$ cat config.mk
export PLATFORM = sky130hd
export DESIGN_NAME = vrrq_ctrl
export DESIGN_NICKNAME = d
export VERILOG_FILES = /design/src/hdl/vrrq_pkg.sv /design/src/hdl/vrrq_ctrl.sv
export VERILOG_INCLUDE_DIRS = /design/src /design/src/hdl
export SDC_FILE = /design/constraint.sdc
export NUM_CORES = 1
export LEC_CHECK = 0
export BUFFER_PORTS_ARGS = -buffer_cell sky130_fd_sc_hd__buf_2
export CORE_MARGIN = 2
export CORE_UTILIZATION = 41
export DETAILED_ROUTE_END_ITERATION = 10
export PLACE_DENSITY = 0.71
export REMOVE_ABC_BUFFERS = 1
export SETUP_SLACK_MARGIN = 0.5
export SYNTH_ARGS = -nofsm -noshare
export SYNTH_HDL_FRONTEND = slang
export SYNTH_SLANG_ARGS = --single-unit
export TNS_END_PERCENT = 50
$ cat constraint.sdc
create_clock -name clk -period 1.65 [get_ports clk]
set_clock_uncertainty 0.2 [all_clocks]
set_input_delay 0 -clock clk [delete_from_list [all_inputs] [get_ports clk]]
set_output_delay 0 -clock clk [all_outputs]
set_load 0.05 [all_outputs]
$ cat src/hdl/variable_record_ring_queue_core_assert.svh
// assertion macros shared by the ring queue modules
`ifndef VARIABLE_RECORD_RING_QUEUE_CORE_ASSERT_SVH
`define VARIABLE_RECORD_RING_QUEUE_CORE_ASSERT_SVH

// same-cycle implication, off while in reset
`define VRRQ_ASSERT_IMPL(label, ck, rs, ante, cons) \
  label: assert property (@(posedge ck) disable iff (rs) (ante) |-> (cons)) \
    else $error("ring queue assertion failed");

// next-cycle implication, off while in reset
`define VRRQ_ASSERT_NEXT(label, ck, rs, ante, cons) \
  label: assert property (@(posedge ck) disable iff (rs) (ante) |=> (cons)) \
    else $error("ring queue assertion failed");

`endif

$ cat src/hdl/vrrq_pkg.sv
`default_nettype none

package vrrq_pkg;

  localparam int BUF_BYTES_DEF = 4096;
  localparam int HDR_BYTES     = 4;

  // function codes of an input word
  localparam logic [1:0] FUNC_PUSH  = 2'd0;
  localparam logic [1:0] FUNC_POP   = 2'd1;
  localparam logic [1:0] FUNC_CLEAR = 2'd2;

  // result status codes
  localparam logic [2:0] ST_OK         = 3'd0;
  localparam logic [2:0] ST_NO_ROOM    = 3'd1;
  localparam logic [2:0] ST_EMPTY      = 3'd2;
  localparam logic [2:0] ST_TOO_LARGE  = 3'd3;
  localparam logic [2:0] ST_OUT_OF_SEQ = 3'd4;

  // datapath operations
  localparam logic [3:0] OP_NOP       = 4'd0;
  localparam logic [3:0] OP_OOS       = 4'd1;
  localparam logic [3:0] OP_CLEAR     = 4'd2;
  localparam logic [3:0] OP_ADMIT     = 4'd3;
  localparam logic [3:0] OP_REJECT    = 4'd4;
  localparam logic [3:0] OP_SWALLOW   = 4'd5;
  localparam logic [3:0] OP_PUSH_BYTE = 4'd6;
  localparam logic [3:0] OP_EMPTY     = 4'd7;
  localparam logic [3:0] OP_WRAP      = 4'd8;
  localparam logic [3:0] OP_POP_HEAD  = 4'd9;
  localparam logic [3:0] OP_POP_BYTE  = 4'd10;
  localparam logic [3:0] OP_PUSH_DONE = 4'd11;

  // header byte steps 0..3, payload byte 0 at the last step
  localparam logic [2:0] STEP_LAST = 3'd4;

  typedef struct packed {
    logic       load;
    logic       fin;
    logic [3:0] op;
    logic       hdr_wr;
    logic       hdr_rd;
    logic [2:0] step;
  } cmd_t;

  typedef struct packed {
    logic [1:0] func;
    logic       first;
    logic       push_open;
    logic       push_rej;
    logic       pop_open;
    logic       empty;
    logic       admit;
  } stat_t;

endpackage

`default_nettype wire

$ cat src/hdl/vrrq_ctrl.sv
`default_nettype none
`include "variable_record_ring_queue_core_assert.svh"

module vrrq_ctrl (
  input  logic           clk,
  input  logic           rst,
  input  logic           start,
  input  vrrq_pkg::stat_t stat,
  output vrrq_pkg::cmd_t  cmd,
  output logic           busy
);
  import vrrq_pkg::*;

  localparam logic [2:0] S_IDLE     = 3'd0;
  localparam logic [2:0] S_EVAL     = 3'd1;
  localparam logic [2:0] S_HDR_WR   = 3'd2;
  localparam logic [2:0] S_HDR_RD   = 3'd3;
  localparam logic [2:0] S_POP_HEAD = 3'd4;

  logic [2:0] state, state_next;
  logic [2:0] step, step_next;

  always_ff @(posedge clk) begin
    if (rst) begin
      state <= S_IDLE;
      step  <= '0;
    end else begin
      state <= state_next;
      step  <= step_next;
    end
  end

  always_comb begin
    state_next = state;
    step_next  = step;
    cmd        = '0;
    cmd.step   = step;
    unique case (state)
      S_IDLE: begin
        if (start) begin
          cmd.load   = 1'b1;
          step_next  = '0;
          state_next = S_EVAL;
        end
      end
      S_EVAL: begin
        cmd.fin    = 1'b1;
        state_next = S_IDLE;
        unique case (stat.func)
          FUNC_PUSH: begin
            if (stat.first) begin
              if (stat.push_open) begin
                cmd.op = OP_OOS;
              end else if (stat.admit) begin
                cmd.op     = OP_ADMIT;
                cmd.fin    = 1'b0;
                state_next = S_HDR_WR;
              end else begin
                cmd.op = OP_REJECT;
              end
            end else if (!stat.push_open) begin
              cmd.op = OP_OOS;
            end else if (stat.push_rej) begin
              cmd.op = OP_SWALLOW;
            end else begin
              cmd.op = OP_PUSH_BYTE;
            end
          end
          FUNC_POP: begin
            if (stat.first) begin
              if (stat.pop_open) begin
                cmd.op = OP_OOS;
              end else if (stat.empty) begin
                cmd.op = OP_EMPTY;
              end else begin
                cmd.op     = OP_WRAP;
                cmd.fin    = 1'b0;
                state_next = S_HDR_RD;
              end
            end else if (!stat.pop_open) begin
              cmd.op = OP_OOS;
            end else begin
              cmd.op = OP_POP_BYTE;
            end
          end
          FUNC_CLEAR: cmd.op = OP_CLEAR;
          default:    cmd.op = OP_OOS;
        endcase
      end
      S_HDR_WR: begin
        cmd.hdr_wr = 1'b1;
        if (step == STEP_LAST) begin
          cmd.fin    = 1'b1;
          cmd.op     = OP_PUSH_DONE;
          state_next = S_IDLE;
        end else begin
          step_next = step + 3'd1;
        end
      end
      S_HDR_RD: begin
        cmd.hdr_rd = 1'b1;
        if (step == STEP_LAST) begin
          state_next = S_POP_HEAD;
        end else begin
          step_next = step + 3'd1;
        end
      end
      S_POP_HEAD: begin
        cmd.fin    = 1'b1;
        cmd.op     = OP_POP_HEAD;
        state_next = S_IDLE;
      end
      default: state_next = S_IDLE;
    endcase
  end

  assign busy = (state != S_IDLE);

  `VRRQ_ASSERT_IMPL(a_step_range, clk, rst, state == S_HDR_WR || state == S_HDR_RD, step <= STEP_LAST)
  `VRRQ_ASSERT_IMPL(a_idle_on_fin, clk, rst, state != S_IDLE && state_next == S_IDLE, cmd.fin)
  `VRRQ_ASSERT_NEXT(a_load_to_eval, clk, rst, cmd.load, state == S_EVAL)

endmodule

`default_nettype wire

* Word-level counts from Yosys, hierarchy flattened
Cells that the tools add are included.
Storage, ports and cells: bits in registers 6, bits in latches 0, bits in writable memories 0, bits in read-only memories 0, bits of input ports 11, output and inout port bits 12, logic and storage cells 58, memories kept 0
Operators by class: add/subtract/negate cells 1, $mul 0, div/mod/pow operators 0, $lt $le $gt $ge 0, equality and inequality tests 11, shift operators 0, muxes and demuxes 37, bitwise logic cells 0, reductions and logical operators 7
Operator list (count):
- 3-bit two-way mux | 9
- 4-bit two-way mux | 4
- 5-bit case mux with 3 select lines | 1
- 2-bit two-way mux | 7
- 3-bit case mux with 4 select lines | 1
- 4-bit case mux with 3 select lines | 1
- 1-bit two-way mux | 10
- 2-bit != test, second input constant | 4
- 3-bit by 2-bit == test with 1-bit output, second input constant | 2
- 3-bit == test, second input constant | 2
- 3-bit case mux with 2 select lines | 1
- 3-bit AND reduction | 2
- 5-bit two-way mux | 1
- 2-bit case mux with 2 select lines | 1
- 3-bit by 1-bit adder with 3-bit output, second input constant | 1
- 3-bit by 1-bit == test with 1-bit output, second input constant | 1
- 3-bit zero test | 1
- 3-bit nonzero test | 1
- 2-bit by 1-bit == test with 1-bit output, second input constant | 1
- 2-bit == test, second input constant | 1
- 2-bit zero test | 1
- 1-bit case mux with 2 select lines | 1
- 2-bit nonzero test | 1
- 2-bit OR reduction | 1

* Longest topological paths before layout
depth after elaboration 5, depth in mapped cells 6, depth with buffers taken out 6

* Worst setup path after synthesis
No wires, ideal clock.
path kind reg-to-output, from register step[0], to output port cmd[6] (netlist name), data arrival time 2.562 ns, required time 1.450 ns, path slack -1.112 ns, cell stages (with the launch flop) 5, path buffers 0, cells stage by stage dfxtp_1 -> inv_1 -> ha_1 -> nand2_1 -> o41ai_1
RTL lines:
- start: declaration | line vrrq_ctrl.sv:21 | logic [2:0] step, step_next;
- start signal: assignment | line vrrq_ctrl.sv:29 | step <= step_next;
- end: declaration | line vrrq_ctrl.sv:9 | output vrrq_pkg::cmd_t cmd,

==> impl_results.md <==
* DR DRC count at 0
* DRT iter0 DRCs at 19
* Synth cell types at 35
* Post-placement setup slack at 0.0426 ns
* Status: finished, violations left
* Endpoints failing setup at 5
* Post-synth EDFFs at 0
* Worst-skew pair later-pin latency at 0.24 ns
* Fraction of the mapped netlist area in adder cells at 0.0448
* Largest area contributor in the netlist: dfxtp_1
* Vias per Instance at 5.69
* Async SR Flop Fraction at 0
* Post-Syn Area per Cell at 7.44 µm²
* Clock Path Buffers at 2
* Antenna Nets Post-Route at 0
* Share of post-route cells with drive strength above 1 at 0.557
* Reg2reg start: state[2]
* Synth warn at 0
* Critical Path RT at 1.45 ns
* WL per Instance at 14.1 µm
* PwrDens at 691 mW/mm²
* Final number of hold-violating endpoints at 0
* Total Routing Usage GR at 0.222
* Hold Startpoint: stat[6]
* Largest cells by area after synthesis: dfxtp_1 22%, nor3b_1 6.7%, nor2_1 5.4%, ha_1 4.5%, nor3_1 4.5%
* I/O Buffers at 22
* DRT Pass-1 Iters at 4
* XOR/XNOR share of the synthesized area at 0.0314
* Post-synthesis sequential area ratio at 0.215
* Mux contribution to synthesized area at 0
* Syn Inst Count at 75
* Area after DPL at 693 µm²
* Clk sink count at 6
* Period utilization at 1.05
* Synth-to-layout area growth at 69.7%
* Simple-gate share of the synthesized area at 0.388
* Total CTS buffers at 3
* WP data arrival at 1.53 ns
* First-pass GRT wire length at 2420 µm
* Worst setup SP type: flop
* Fin. max-slew vios at 0
* Std cell rows at 13
* Vias in the first global route at 603
* Slew @ Worst Pin at 0.393 ns
* Yosys top cell area share at 0.215
* Post-synthesis cell area at 558 µm²
* Die W at 40.9 µm
* Largest net degree at the start of global routing at 12
* DP Wirelength at 1170 µm
* Largest family of logic cells by synthesized area: simple AND/OR/NAND/NOR gates
* H-tree depth at 1
* Worst slew margin at 0.737
* Synth Area in Compound Gates at 0.244
* ANT cells at 0
* Finished Core Util at 0.737
* CP max-delay cell: or3b_4
* Hold WS at 0.0165 ns
* CP max FO at 4
* FF+latch count, synth at 6
* MaxCap Viol Count at 0
* Die Y at 40.9 µm
* CP max stage delay at 0.41 ns
* Post-synth top cells: 8 x nor2_1, 6 x dfxtp_1, 6 x nand2_1
* Setup CP Type: reg2out
* Total grt overflow at 0
* Violated checks: negative setup slack
* Power, Total at 0.655 mW
* # nets final at 121
* Peak VDD IR at 0.422 mV
* Worst Setup SP: state[2]
* Clock root buffer: clkbuf_4
* Crit path capture type: primary output
* RSZ-0062 raised after global routing: true
* Worst path cell trace: or3b_4 > a221o_1 > o41ai_2 > buf_4
* Design area at 947 µm²
* Most common cell in the synthesized netlist: nor2_1
* Die Area at 0.00167 mm²
* Antenna violations before repair at 0
* Fmax at 0.577 GHz
* Reg clk slew, reported paths at 0.04 ns
* P_leak at 0.400 nW
* Fillers at 103
* Main synth FF type: dfxtp_1
* Worst min path class: in2reg
* I/O Pins at 23
* Fin worst setup slack at -0.0834 ns
* Initial Util at 0.434
* CTS tree: yes
* DR vias at 689
* Core footprint at 0.00128 mm²
* Fin crit period at 1.73 ns
* Routed WL at 1710 µm
* GPL Wtd Cong at 0.713
[path summary, 6_finish.rpt]
check / end / slack (ns) / cells past startpoint
worst min register to register: step[1] / 0.28 / 2
worst max register to register: state[0] / 0.13 / 5
worst max-delay path: cmd[6] / -0.08 / 4
worst min-delay path: state[0] / 0.02 / 3
[flip-flops by register name, summed over array words and instances (netlist names)]
register and flops:
state 3, step 3
[layer usage]
| layer | wire length [µm] | vias to the layer above | track usage | share of wire |
|---|---|---|---|---|
| li1 | - | 340 | - | - |
| met1 | 696 | 329 | 0.241 | 0.41 |
| met2 | 936 | 18 | 0.426 | 0.55 |
| met3 | 53 | 2 | 0.0326 | 0.031 |
| met4 | 19 | 0 | 0.0750 | 0.011 |
| met5 | 0 | - | 0 | 0 |
[cells in the final DEF, fill, tap and decap left out, types with 2 or more instances in the layout]
cell type,instances
nor2_1,8
o21ai_2,2
clkbuf_4,3
dfxtp_1,2
dlygate4sd3_1,2
buf_6,9
buf_2,12
buf_4,8
nand3b_1,2
a21oi_1,3
nor3_4,2
o21bai_1,2
dfxtp_2,4
nand2_1,5
nand3_1,3
nor3b_1,4
nor3_2,3
[final cells by class]
cell class                      count  area, µm²  area share
Timing Repair Buffer               32        256       0.271
Tap cell                           15       18.8      0.0198
Multi-Input combinational cell     62        509       0.538
Clock buffer                        3       22.5      0.0238
Sequential cell                     6        125       0.132
Inverter                            3       15.0      0.0159
[stage by stage]
| step | instances | setup TNS, ns |
|---|---|---|
| finish | 121 | -0.307 |
| global route | 121 | -0.605 |
| CTS | 119 | -0.146 |
| detailed placement | 113 | 0 |
| global placement | 113 | 0 |
| floorplan | 71 | -4.14 |
[worst max-delay path: cells and delay by family, from the launching register on]
family / cells / cell delay [ns]
AND/OR/NAND/NOR: 1 / 0.41
AO/OA/AOI/OAI: 2 / 0.34
flip-flops: 1 / 0.30
buffers and inverters: 1 / 0.25
[logic make-up (layout without fill, tap and decap cells)]
logic type,count (synthesis),after routing
fa+ha+maj,2,2
simple gates,39,39
xor+xnor,2,2
flops,6,6
compound gates,19,19
buf+inv,7,38
[power breakdown]
group          leakage, nW  internal [mW]  switching, mW
Sequential          0.0506          0.155        0.00535
Clock               0.0138         0.0823         0.0523
Combinational        0.336          0.150          0.210
Total                0.400          0.387          0.267
[repair_timing]
action / in CTS / in global routing
setup endpoints to repair: 16 / 15
pin swaps: 6 / 5
hold endpoints to repair: 6 / 0
gates resized for setup: 38 / 12
hold buffers: 2 / 0
setup buffers: 1 / 2
Note: power is estimated with default switching activity, not from simulation.
